$ cat config.mk
export PLATFORM = sky130hd
export DESIGN_NAME = quad_vertex_transform_top
export DESIGN_NICKNAME = d
export VERILOG_FILES = /design/src/rtl/qvt_pkg.sv /design/src/rtl/qvt_front.sv /design/src/rtl/qvt_queue.sv /design/src/rtl/qvt_back.sv /design/src/rtl/quad_vertex_transform_top.sv
export SDC_FILE = /design/constraint.sdc
export NUM_CORES = 2
export LEC_CHECK = 0
export BUFFER_PORTS_ARGS = -buffer_cell sky130_fd_sc_hd__buf_2
export CAP_MARGIN = 10
export CORE_ASPECT_RATIO = 1.4
export CORE_UTILIZATION = 50
export CTS_BUF_LIST = sky130_fd_sc_hd__clkbuf_8
export DETAILED_ROUTE_END_ITERATION = 7
export PLACE_DENSITY = 0.64
export SYNTH_ARGS = -nofsm -noshare
export SYNTH_HDL_FRONTEND = slang
export SYNTH_SLANG_ARGS = --single-unit
$ cat constraint.sdc
create_clock -name clock -period 9.3 [get_ports clock]
set_clock_uncertainty 0.1 [all_clocks]
set_input_delay 1.395 -clock clock [delete_from_list [all_inputs] [get_ports clock]]
set_output_delay 1.395 -clock clock [all_outputs]
set_load 0.03 [all_outputs]
$ cat src/rtl/qvt_pkg.sv
`default_nettype none
// ----------------------------------------------------------------------------
// qvt_pkg: shared types and constants of the quad vertex transform
// Register indexes, mode and axis codes, reset values, configuration struct
// and the operation code that the front passes to the back with each quad.
// ----------------------------------------------------------------------------
package qvt_pkg;

   localparam int VERTEX_COUNT = 4;
   localparam int QUEUE_DEPTH  = 2;
   localparam int CSR_IDX_BITS = 3;
   localparam int CSR_DATA_BITS = 16;
   localparam int PIVOT_BITS   = 12;

   // register indexes
   localparam logic [CSR_IDX_BITS-1:0] CSR_MODE         = 3'd0;
   localparam logic [CSR_IDX_BITS-1:0] CSR_SCALE_X      = 3'd1;
   localparam logic [CSR_IDX_BITS-1:0] CSR_SCALE_Y      = 3'd2;
   localparam logic [CSR_IDX_BITS-1:0] CSR_ROTATE_COS   = 3'd3;
   localparam logic [CSR_IDX_BITS-1:0] CSR_ROTATE_SIN   = 3'd4;
   localparam logic [CSR_IDX_BITS-1:0] CSR_PIVOT_DX     = 3'd5;
   localparam logic [CSR_IDX_BITS-1:0] CSR_PIVOT_DY     = 3'd6;
   localparam logic [CSR_IDX_BITS-1:0] CSR_REFLECT_AXIS = 3'd7;

   localparam logic [1:0] MODE_SCALE   = 2'd0;
   localparam logic [1:0] MODE_ROTATE  = 2'd1;
   localparam logic [1:0] MODE_REFLECT = 2'd2;

   localparam logic [1:0] AXIS_X = 2'd0;  // negate y
   localparam logic [1:0] AXIS_Y = 2'd1;  // negate x

   localparam logic signed [15:0] SCALE_RESET = 16'sd4096;
   localparam logic signed [15:0] COS_RESET   = 16'sd16384;

   typedef enum logic [1:0] {
      OP_SCALE  = 2'd0,
      OP_ROTATE = 2'd1,
      OP_NEG_Y  = 2'd2,
      OP_NEG_X  = 2'd3
   } op_type;

   typedef struct packed {
      logic [1:0]                   mode;
      logic signed [15:0]           scale_x;
      logic signed [15:0]           scale_y;
      logic signed [15:0]           rotate_cos;
      logic signed [15:0]           rotate_sin;
      logic signed [PIVOT_BITS-1:0] pivot_dx;
      logic signed [PIVOT_BITS-1:0] pivot_dy;
      logic [1:0]                   reflect_axis;
   } cfg_type;

endpackage
`default_nettype wire

$ cat src/rtl/qvt_front.sv
`default_nettype none
// ----------------------------------------------------------------------------
// qvt_front: vertex loader and classifier
// Collects three vertices with running sums; on the fourth beat it decides
// the operation and pushes the whole quad into the queue, or drops it.
// ----------------------------------------------------------------------------
module qvt_front #(
   parameter int COORD_BITS = 12,
   parameter int DATA_BITS  = 2 + 10 * COORD_BITS + 4
) (
   input  wire                          clock,
   input  wire                          reset,
   input  wire                          accept,
   input  wire signed [COORD_BITS-1:0]  vertex_x,
   input  wire signed [COORD_BITS-1:0]  vertex_y,
   input  qvt_pkg::cfg_type             cfg,
   output logic                         push,
   output logic [DATA_BITS-1:0]         push_data
);
   import qvt_pkg::*;

   localparam int SW = COORD_BITS + 2;

   logic signed [COORD_BITS-1:0] x_ff [0:VERTEX_COUNT-2];
   logic signed [COORD_BITS-1:0] y_ff [0:VERTEX_COUNT-2];
   logic [1:0]                   load_count_ff, load_count_in;
   logic signed [SW-1:0]         sum_x_ff, sum_x_in, sum_y_ff, sum_y_in;
   logic                         last_slot;
   logic                         emit;
   op_type                       op;

   assign last_slot     = (load_count_ff == 2'(VERTEX_COUNT - 1));
   assign load_count_in = accept ? load_count_ff + 2'd1 : load_count_ff;
   assign sum_x_in = ((load_count_ff == 2'd0) ? SW'(0) : sum_x_ff) + SW'(vertex_x);
   assign sum_y_in = ((load_count_ff == 2'd0) ? SW'(0) : sum_y_ff) + SW'(vertex_y);

   always_comb begin
      emit = 1'b1;
      op   = OP_SCALE;
      case (cfg.mode)
         MODE_SCALE:  op = OP_SCALE;
         MODE_ROTATE: op = OP_ROTATE;
         MODE_REFLECT: begin
            case (cfg.reflect_axis)
               AXIS_X:  op = OP_NEG_Y;
               AXIS_Y:  op = OP_NEG_X;
               default: emit = 1'b0;
            endcase
         end
         default: emit = 1'b0;
      endcase
   end

   assign push      = accept && last_slot && emit;
   assign push_data = {op, sum_y_in, sum_x_in,
                       vertex_y, y_ff[2], y_ff[1], y_ff[0],
                       vertex_x, x_ff[2], x_ff[1], x_ff[0]};

   always_ff @(posedge clock) begin
      if (reset) begin
         load_count_ff <= 2'd0;
      end else begin
         load_count_ff <= load_count_in;
      end
   end

   always_ff @(posedge clock) begin
      if (accept) begin
         sum_x_ff <= sum_x_in;
         sum_y_ff <= sum_y_in;
         if (!last_slot) begin
            x_ff[load_count_ff] <= vertex_x;
            y_ff[load_count_ff] <= vertex_y;
         end
      end
   end

endmodule
`default_nettype wire

$ cat src/rtl/qvt_queue.sv
`default_nettype none
// ----------------------------------------------------------------------------
// qvt_queue: quad queue between front and back
// Two-entry first-in first-out buffer of whole quads.
// ----------------------------------------------------------------------------
module qvt_queue #(
   parameter int DATA_BITS = 126
) (
   input  wire                  clock,
   input  wire                  reset,
   input  wire                  push,
   input  wire [DATA_BITS-1:0]  push_data,
   input  wire                  pop,
   output logic                 full,
   output logic                 not_empty,
   output logic [DATA_BITS-1:0] head_data
);
   import qvt_pkg::*;

   logic [DATA_BITS-1:0] entry_ff [0:QUEUE_DEPTH-1];
   logic                 wr_ptr_ff, wr_ptr_in, rd_ptr_ff, rd_ptr_in;
   logic [1:0]           count_ff, count_in;

   assign full      = (count_ff == 2'(QUEUE_DEPTH));
   assign not_empty = (count_ff != 2'd0);
   assign head_data = entry_ff[rd_ptr_ff];

   assign wr_ptr_in = push ? ~wr_ptr_ff : wr_ptr_ff;
   assign rd_ptr_in = pop  ? ~rd_ptr_ff : rd_ptr_ff;
   assign count_in  = count_ff + 2'(push) - 2'(pop);

   always_ff @(posedge clock) begin
      if (reset) begin
         wr_ptr_ff <= 1'b0;
         rd_ptr_ff <= 1'b0;
         count_ff  <= 2'd0;
      end else begin
         wr_ptr_ff <= wr_ptr_in;
         rd_ptr_ff <= rd_ptr_in;
         count_ff  <= count_in;
      end
   end

   always_ff @(posedge clock) begin
      if (push) begin
         entry_ff[wr_ptr_ff] <= push_data;
      end
   end

   a_no_overflow: assert property (@(posedge clock) disable iff (reset)
      !(push && full)) else $error("quad queue overflow");
   a_no_underflow: assert property (@(posedge clock) disable iff (reset)
      !(pop && !not_empty)) else $error("quad queue underflow");
   a_count_range: assert property (@(posedge clock) disable iff (reset)
      count_ff <= 2'(QUEUE_DEPTH)) else $error("quad queue count out of range");

endmodule
`default_nettype wire

$ cat src/rtl/qvt_back.sv
`default_nettype none
// ----------------------------------------------------------------------------
// qvt_back: per-vertex transform pipeline
// Walks the head quad one vertex per cycle: offset stage, multiply stage,
// then round, saturate and the result register.
// ----------------------------------------------------------------------------
module qvt_back #(
   parameter int COORD_BITS = 12,
   parameter int DATA_BITS  = 2 + 10 * COORD_BITS + 4
) (
   input  wire                          clock,
   input  wire                          reset,
   input  wire                          head_valid,
   input  wire [DATA_BITS-1:0]          head_data,
   input  qvt_pkg::cfg_type             cfg,
   output logic                         pop,
   output logic                         rsp_valid,
   output logic signed [COORD_BITS-1:0] rsp_out_x,
   output logic signed [COORD_BITS-1:0] rsp_out_y,
   output logic                         rsp_last_of_run
);
   import qvt_pkg::*;

   localparam int CB = COORD_BITS;
   localparam int SW = CB + 2;                           // quad sum
   localparam int OW = ((CB > PIVOT_BITS) ? CB : PIVOT_BITS) + 3; // origin, quarters
   localparam int XW = OW + 1;                           // 4*v - origin
   localparam int DW = OW - 1;                           // offset from origin
   localparam int PW = DW + 16;                          // product
   localparam int VW = PW + 2;                           // pre-round sum

   // ---- head unpack and vertex select ----
   logic [1:0]           idx_ff;
   logic signed [CB-1:0] sel_x, sel_y;
   logic signed [SW-1:0] q_sx, q_sy;
   op_type               q_op;
   logic signed [OW-1:0] ox4, oy4;
   logic signed [DW-1:0] dx, dy;

   assign sel_x = $signed(head_data[idx_ff*CB +: CB]);
   assign sel_y = $signed(head_data[4*CB + idx_ff*CB +: CB]);
   assign q_sx  = $signed(head_data[8*CB +: SW]);
   assign q_sy  = $signed(head_data[8*CB+SW +: SW]);
   assign q_op  = op_type'(head_data[DATA_BITS-1 -: 2]);
   assign pop   = head_valid && (idx_ff == 2'(VERTEX_COUNT - 1));

   assign ox4 = OW'(q_sx) + (OW'(cfg.pivot_dx) <<< 2);
   assign oy4 = OW'(q_sy) + (OW'(cfg.pivot_dy) <<< 2);

   // (4*v - o4) / 4, truncated toward zero
   function automatic logic signed [DW-1:0] rel_quarter(input logic signed [CB-1:0] v,
                                                        input logic signed [OW-1:0] o4);
      logic signed [XW-1:0] diff;
      logic signed [XW-1:0] biased;
      diff   = (XW'(v) <<< 2) - XW'(o4);
      biased = diff + (diff[XW-1] ? XW'(3) : XW'(0));
      return $signed(biased[XW-1:2]);
   endfunction

   assign dx = rel_quarter(sel_x, ox4);
   assign dy = rel_quarter(sel_y, oy4);

   // ---- stage A ----
   logic                 a_valid_ff;
   logic [1:0]           a_idx_ff;
   op_type               a_op_ff;
   logic signed [DW-1:0] a_x_ff, a_y_ff;
   logic signed [OW-1:0] a_ox4_ff, a_oy4_ff;

   // ---- stage B ----
   logic                 b_valid_ff;
   logic [1:0]           b_idx_ff;
   op_type               b_op_ff;
   logic signed [PW-1:0] b_p0_ff, b_p1_ff, b_p2_ff, b_p3_ff;
   logic signed [DW-1:0] b_x_ff, b_y_ff;
   logic signed [OW-1:0] b_ox4_ff, b_oy4_ff;
   logic signed [15:0]   coef_x, coef_y;
   logic signed [PW-1:0] m0, m1, m2, m3;

   assign coef_x = (a_op_ff == OP_ROTATE) ? cfg.rotate_cos : cfg.scale_x;
   assign coef_y = (a_op_ff == OP_ROTATE) ? cfg.rotate_cos : cfg.scale_y;
   assign m0 = PW'(a_x_ff) * PW'(coef_x);
   assign m1 = PW'(a_y_ff) * PW'(cfg.rotate_sin);
   assign m2 = PW'(a_x_ff) * PW'(cfg.rotate_sin);
   assign m3 = PW'(a_y_ff) * PW'(coef_y);

   // ---- stage C: round and saturate ----
   logic signed [VW-1:0] rx, ry;
   logic                 rsp_valid_ff, rsp_last_ff;
   logic signed [CB-1:0] rsp_x_ff, rsp_y_ff;

   function automatic logic signed [CB-1:0] sat_coord(input logic signed [VW-1:0] v);
      logic signed [VW-1:0] hi;
      logic signed [VW-1:0] lo;
      hi = VW'((2 ** (CB - 1)) - 1);
      lo = -hi - VW'(1);
      if (v > hi) begin
         return hi[CB-1:0];
      end else if (v < lo) begin
         return lo[CB-1:0];
      end
      return v[CB-1:0];
   endfunction

   always_comb begin
      rx = VW'(b_x_ff);
      ry = VW'(b_y_ff);
      case (b_op_ff)
         OP_SCALE: begin
            rx = (VW'(b_p0_ff) + VW'(2048)) >>> 12;
            ry = (VW'(b_p3_ff) + VW'(2048)) >>> 12;
         end
         OP_ROTATE: begin
            rx = (VW'(b_p0_ff) - VW'(b_p1_ff) + (VW'(b_ox4_ff) <<< 12) + VW'(8192)) >>> 14;
            ry = (VW'(b_p2_ff) + VW'(b_p3_ff) + (VW'(b_oy4_ff) <<< 12) + VW'(8192)) >>> 14;
         end
         OP_NEG_Y: ry = -VW'(b_y_ff);
         OP_NEG_X: rx = -VW'(b_x_ff);
         default: begin
            rx = VW'(b_x_ff);
            ry = VW'(b_y_ff);
         end
      endcase
   end

   always_ff @(posedge clock) begin
      if (reset) begin
         idx_ff       <= 2'd0;
         a_valid_ff   <= 1'b0;
         b_valid_ff   <= 1'b0;
         rsp_valid_ff <= 1'b0;
         rsp_last_ff  <= 1'b0;
      end else begin
         if (head_valid) begin
            idx_ff <= idx_ff + 2'd1;
         end
         a_valid_ff   <= head_valid;
         b_valid_ff   <= a_valid_ff;
         rsp_valid_ff <= b_valid_ff;
         rsp_last_ff  <= b_valid_ff && (b_idx_ff == 2'(VERTEX_COUNT - 1));
      end
   end

   always_ff @(posedge clock) begin
      a_idx_ff <= idx_ff;
      a_op_ff  <= q_op;
      a_x_ff   <= (q_op == OP_ROTATE) ? dx : DW'(sel_x);
      a_y_ff   <= (q_op == OP_ROTATE) ? dy : DW'(sel_y);
      a_ox4_ff <= ox4;
      a_oy4_ff <= oy4;

      b_idx_ff <= a_idx_ff;
      b_op_ff  <= a_op_ff;
      b_p0_ff  <= m0;
      b_p1_ff  <= m1;
      b_p2_ff  <= m2;
      b_p3_ff  <= m3;
      b_x_ff   <= a_x_ff;
      b_y_ff   <= a_y_ff;
      b_ox4_ff <= a_ox4_ff;
      b_oy4_ff <= a_oy4_ff;

      rsp_x_ff <= sat_coord(rx);
      rsp_y_ff <= sat_coord(ry);
   end

   assign rsp_valid       = rsp_valid_ff;
   assign rsp_out_x       = rsp_x_ff;
   assign rsp_out_y       = rsp_y_ff;
   assign rsp_last_of_run = rsp_last_ff;

   a_last_needs_valid: assert property (@(posedge clock) disable iff (reset)
      rsp_last_of_run |-> rsp_valid) else $error("last_of_run without result");
   a_last_follows_fourth: assert property (@(posedge clock) disable iff (reset)
      (a_valid_ff && (a_idx_ff == 2'(VERTEX_COUNT - 1))) |-> ##2 (rsp_valid && rsp_last_of_run))
      else $error("fourth vertex did not end the run");

endmodule
`default_nettype wire

$ cat src/rtl/quad_vertex_transform_top.sv
`default_nettype none
// ----------------------------------------------------------------------------
// quad_vertex_transform_top: scale / rotate / reflect of quadrilaterals
// Loads four vertices per quad and emits four transformed vertices.
// ----------------------------------------------------------------------------
// Use:
//   Input: a vertex beat is taken on a clock edge with start high and busy
//   low. Every fourth beat closes a quad.
//   Output: each result is shown for one cycle with rsp_valid high; the
//   fourth result of a quad carries rsp_last_of_run. The receiver cannot
//   stall, so results flow out at one per cycle.
//   Config: csr_write_en / csr_index / csr_data write one register per
//   edge; write only while no quad is in flight.
// Timing:
//   The first result of a quad leaves stage A, stage B and the result
//   register in turn once the quad is at the queue head; the others
//   follow at one per cycle. Sustained rate is one vertex per cycle, set
//   by the back pipeline handling one vertex a cycle. busy rises while
//   the two-entry quad queue is full. Quads in reflect mode with an
//   invalid axis, or an invalid mode, are consumed without results.
// Reset clears the vertex counter, the queue and all result strobes, and
//   loads the register defaults (unit scale, zero rotation).
// ----------------------------------------------------------------------------
module quad_vertex_transform_top #(
   parameter int COORD_BITS = 12
) (
   input  wire                                  clock,
   input  wire                                  reset,
   input  wire                                  start,
   output logic                                 busy,
   input  wire signed [COORD_BITS-1:0]          req_vertex_x,
   input  wire signed [COORD_BITS-1:0]          req_vertex_y,
   output logic                                 rsp_valid,
   output logic signed [COORD_BITS-1:0]         rsp_out_x,
   output logic signed [COORD_BITS-1:0]         rsp_out_y,
   output logic                                 rsp_last_of_run,
   input  wire                                  csr_write_en,
   input  wire [qvt_pkg::CSR_IDX_BITS-1:0]      csr_index,
   input  wire [qvt_pkg::CSR_DATA_BITS-1:0]     csr_data
);
   import qvt_pkg::*;

   localparam int DATA_BITS = 2 + 10 * COORD_BITS + 4;

   cfg_type              cfg_ff, cfg_in;
   logic                 accept;
   logic                 push, pop, q_full, q_not_empty;
   logic [DATA_BITS-1:0] push_data, head_data;

   always_comb begin
      cfg_in = cfg_ff;
      if (csr_write_en) begin
         case (csr_index)
            CSR_MODE:         cfg_in.mode         = csr_data[1:0];
            CSR_SCALE_X:      cfg_in.scale_x      = $signed(csr_data);
            CSR_SCALE_Y:      cfg_in.scale_y      = $signed(csr_data);
            CSR_ROTATE_COS:   cfg_in.rotate_cos   = $signed(csr_data);
            CSR_ROTATE_SIN:   cfg_in.rotate_sin   = $signed(csr_data);
            CSR_PIVOT_DX:     cfg_in.pivot_dx     = $signed(csr_data[PIVOT_BITS-1:0]);
            CSR_PIVOT_DY:     cfg_in.pivot_dy     = $signed(csr_data[PIVOT_BITS-1:0]);
            CSR_REFLECT_AXIS: cfg_in.reflect_axis = csr_data[1:0];
            default:          cfg_in = cfg_ff;
         endcase
      end
   end

   always_ff @(posedge clock) begin
      if (reset) begin
         cfg_ff.mode         <= MODE_SCALE;
         cfg_ff.scale_x      <= SCALE_RESET;
         cfg_ff.scale_y      <= SCALE_RESET;
         cfg_ff.rotate_cos   <= COS_RESET;
         cfg_ff.rotate_sin   <= '0;
         cfg_ff.pivot_dx     <= '0;
         cfg_ff.pivot_dy     <= '0;
         cfg_ff.reflect_axis <= AXIS_X;
      end else begin
         cfg_ff <= cfg_in;
      end
   end

   assign busy   = q_full;
   assign accept = start && !busy;

   qvt_front #(
      .COORD_BITS (COORD_BITS),
      .DATA_BITS  (DATA_BITS)
   ) u_front (
      .clock     (clock),
      .reset     (reset),
      .accept    (accept),
      .vertex_x  (req_vertex_x),
      .vertex_y  (req_vertex_y),
      .cfg       (cfg_ff),
      .push      (push),
      .push_data (push_data)
   );

   qvt_queue #(
      .DATA_BITS (DATA_BITS)
   ) u_queue (
      .clock     (clock),
      .reset     (reset),
      .push      (push),
      .push_data (push_data),
      .pop       (pop),
      .full      (q_full),
      .not_empty (q_not_empty),
      .head_data (head_data)
   );

   qvt_back #(
      .COORD_BITS (COORD_BITS),
      .DATA_BITS  (DATA_BITS)
   ) u_back (
      .clock           (clock),
      .reset           (reset),
      .head_valid      (q_not_empty),
      .head_data       (head_data),
      .cfg             (cfg_ff),
      .pop             (pop),
      .rsp_valid       (rsp_valid),
      .rsp_out_x       (rsp_out_x),
      .rsp_out_y       (rsp_out_y),
      .rsp_last_of_run (rsp_last_of_run)
   );

endmodule
`default_nettype wire
==> flow_metrics.tcl <==
set metrics [dict create \
    outcome "finished, final reports clean" \
    post_drt_wl_per_cell_um 20.4 \
    final_min_period_over_clock_period 0.885 \
    setup.worst_path.class "register to register" \
    max_cap_violations 0 \
    number_of_flops_mapped_to_enable_cells_by_yosys 352 \
    power.density_cell_area_nw_per_um2 173 \
    tritoncts "built" \
    netlist_area_sq_um 65800 \
    grt_antenna_before_repair 18 \
    vias 45200 \
    cts-hold-fix-buffers 0 \
    synth.avg_cell_area_sq_um 10.1 \
    cts_buffer_depth 3 \
    worst_skew_pair.late_latency_ps 830 \
    leakagePower_nw 31.5 \
    route.final.wire_length_um 171000 \
    timing.final.setup_violations 0 \
    via_count_of_the_first_global_routing_pass 48400 \
    design.portCount 74 \
    die_area_sq_um 133000 \
    whs_path_depth 0 \
    wire_length_of_the_first_global_routing_pass_um 268000 \
    numCtsBuffers 111 \
    max-slew-margin-rel 0.216 \
    yosys-top-cells-area "fa_1 (28%), edfxtp_1 (16%), dfxtp_1 (11%)" \
    worstPathMaxFanout 22 \
    cp_startpoint_kind "register" \
    die_height_um 431 \
    number_of_unique_standard_cell_types_used_by_synthesis 93 \
    syn-num-nets 7970 \
    hold_class "register to register" \
    post-synth-top-area-fraction 0.279 \
    cts.sink_count 725 \
    root_buffer "clkbuf_8" \
    route.detailed.drc 0 \
    unrepaired_setup_endpoints_after_global_routing "no" \
    cts_setup_buffers 0 \
    globalplace.congestion 0.897 \
    total_number_of_placement_rows 157 \
    count_of_nets_after_finishing 7998 \
    floorplan.core_area_sq_um 131000 \
    holdWs_ps 210 \
    fp.dieW_um 309 \
    postSynthRegisterBits 725 \
    pre_cts_ws_ps 1180 \
    timing.final.ws_setup_ps 1070 \
    count_of_tritonroute_iterations_in_the_first_routing_pass 5 \
    ys_seq_area_frac 0.274 \
    flow.area_growth_from_synthesis_pct 7.41 \
    grt_max_degree 75 \
    detailed_place_hpwl_um 136000 \
    ys_dominant_reg_cell "dfxtp_1" \
    top_usage_layer "met2" \
    placement.io_buffers 73 \
    grt.total_usage 0.265 \
    cts.clk_slew.worst_paths_ps 80 \
    rr_worst_depth 25 \
    vias_per_cell 5.41 \
    fmax_mhz 122 \
    crit_arrival_ps 8870 \
    netlist.top_cell.by_area "fa_1" \
    gr-usage-met2 0.469 \
    finalSetupTns_ps 0 \
    tightest_slew_ps 1170 \
    drt.antenna.violating_nets 0 \
    drt_iter0_drc 2613 \
    synthesis.instances 6486 \
    use_met1 0.309 \
    global_route.overflow_total 0 \
    async_reset_ff_frac 0 \
    worst_setup_path_end_kind "register" \
    initial_core_util 0.503 \
    cts_resized 0 \
    finalMaxSlewViolations 0 \
    htree_levels 3 \
    final_hold_fails 0 \
    ys.warnings.count 0 \
    met3_grt_util 0.0367 \
    fraction_of_layout_instances_using_a_drive_strength_above_1 0.0770 \
    required_ps 9940 \
    timing.final.crit_period_ps 8230 \
    ir_worst_vdd_mv 0.183 \
]
==> flip-flops by register name (all words and copies together) (netlist names), 12 cells and up, named ones only <==
name and cells:
u_front.sum_y_ff 14, u_back.b_ox4_ff 15, u_back.a_x_ff 14, u_back.b_p3_ff 30, u_front.sum_x_ff 14, u_back.b_p0_ff 30
u_front.x_ff 36, u_back.b_p2_ff 30, u_front.y_ff 36, u_queue.entry_ff 252, u_back.b_p1_ff 30, u_back.b_y_ff 14
u_back.a_oy4_ff 15, cfg_ff 92, u_back.a_y_ff 14, u_back.b_oy4_ff 15, u_back.a_ox4_ff 15, u_back.rsp_out_y 12
u_back.b_x_ff 14, u_back.rsp_out_x 12
==> stage by stage <==
stage	power (W)	area (sq um)	util	instances
final	0.0122	70600	0.541	8365
after global routing	0.0131	70600	0.541	8360
after detailed placement	0.00928	68100	0.521	8150
after floorplan	0.00784	65800	-	6486
after CTS	0.0123	70600	0.541	8357
after global placement	0.00920	68100	0.521	8150
==> where the power goes <==
| group | switching (W) | internal [W] | total, W |
|---|---|---|---|
| registers | 0.000286 | 0.00368 | 0.00397 |
| logic | 0.00311 | 0.00216 | 0.00527 |
| clock network | 0.00135 | 0.00160 | 0.00295 |
| total | 0.00475 | 0.00744 | 0.0122 |
==> cell families (layout without fill, tap and decap cells) <==
family                   Yosys count  count (layout)  synth area share
multiplexers                     125             125            0.0296
AND/OR/NAND/NOR                 1846            1846             0.134
AO/OA/AOI/OAI                    710             710            0.0684
other                              0               8                 0
adder cells (fa/ha/maj)         1437            1437             0.378
XOR/XNOR                         285             285            0.0380
buffers and inverters           1358            1480            0.0778
flip-flops                       725             725             0.274
==> worst max-delay path, cell delays in order (launching register included) <==
cell and delay [ps]:
dfxtp_1 330, nand2b_1 690, buf_4 310, nand2_1 70, nand2_1 420, nand2_1 140, fa_1 520, inv_1 50
fa_1 390, fa_1 550, inv_1 60, fa_1 480, fa_1 490, inv_1 50, fa_1 430, ha_1 210
nor3_1 350, o21ai_0 250, a2111oi_0 740, or3_1 270, a311o_1 230, o31ai_1 120, o41ai_1 460, o21bai_1 110
a21oi_1 180, xnor2_1 150
==> metal layers <==
layer | share of wire | up-vias
met4 | 0.058 | 18
met1 | 0.38 | 22900
li1 | - | 20700
met3 | 0.049 | 410
met5 | 0.00063 | -
met2 | 0.51 | 1192
==> cells in the final DEF (no fill, tap or decap), types with 29 or more instances in the layout <==
master,count
inv_1,1131
fa_1,916
nand2_1,866
ha_1,521
dfxtp_1,367
edfxtp_1,352
and2_1,343
a21oi_1,278
xnor2_1,210
nor2_1,208
clkbuf_8,126
o21ai_0,119
buf_4,93
xor2_1,75
nor2b_1,74
nand3_1,74
nor3_1,73
buf_2,72
nand2b_1,63
mux2_2,57
a21o_1,56
mux4_2,50
o21bai_1,32
and3_1,30
a211oi_1,29
==> cell type report <==
class | instances | area, sq um
inverter | 1107 | 4160
clock inverter | 81 | 763
tap | 1749 | 2190
sequential | 725 | 18000
clock buffer | 126 | 1730
antenna | 8 | 20.0
timing repair buffer | 166 | 1080
fill | 11600 | 60000
multi-input combinational | 4403 | 42600
==> cells in the mapped netlist (6+ instances only) <==
| cell type | number |
|---|---|
| buf_1 | 14 |
| or2_2 | 14 |
| clkbuf_1 | 232 |
| o211ai_1 | 13 |
| and2_1 | 344 |
| a21boi_0 | 8 |
| nand4_1 | 23 |
| nand3b_1 | 7 |
| o21a_1 | 22 |
| a21oi_1 | 278 |
| mux4_2 | 50 |
| and3_1 | 30 |
| mux2_2 | 57 |
| xor2_1 | 75 |
| o21bai_1 | 32 |
| edfxtp_1 | 352 |
| nor2b_1 | 76 |
| nand3_1 | 74 |
| dfxtp_1 | 373 |
| nor3_1 | 73 |
| or4_1 | 7 |
| o2111ai_1 | 6 |
| o21ai_0 | 119 |
| a31oi_1 | 21 |
| nand2b_1 | 63 |
| nor4_1 | 12 |
| ha_1 | 521 |
| o21ai_1 | 6 |
| nor2_1 | 209 |
| a21o_1 | 56 |
| fa_1 | 916 |
| a211oi_1 | 29 |
| mux2i_1 | 18 |
| a211o_1 | 7 |
| xnor2_1 | 210 |
| o22ai_1 | 7 |
| nand2_1 | 866 |
| a21oi_2 | 14 |
| or3_1 | 18 |
| nor3b_1 | 8 |
| o41ai_1 | 9 |
| o31ai_1 | 10 |
| inv_1 | 1107 |
| a2111oi_0 | 9 |
==> worst paths after layout <==
check,from,to,slack [ps]
setup / recovery,u_back.a_op_ff[1]$_DFF_P_,u_back.b_p3_ff[29]$_DFF_P_,1070
hold / removal,u_back.a_oy4_ff[10]$_DFF_P_,u_back.b_oy4_ff[10]$_DFF_P_,210
setup reg to reg,u_back.a_op_ff[1]$_DFF_P_,u_back.b_p3_ff[29]$_DFF_P_,1070
hold reg to reg,u_back.a_oy4_ff[10]$_DFF_P_,u_back.b_oy4_ff[10]$_DFF_P_,210
(Power assumes the default switching activity.)
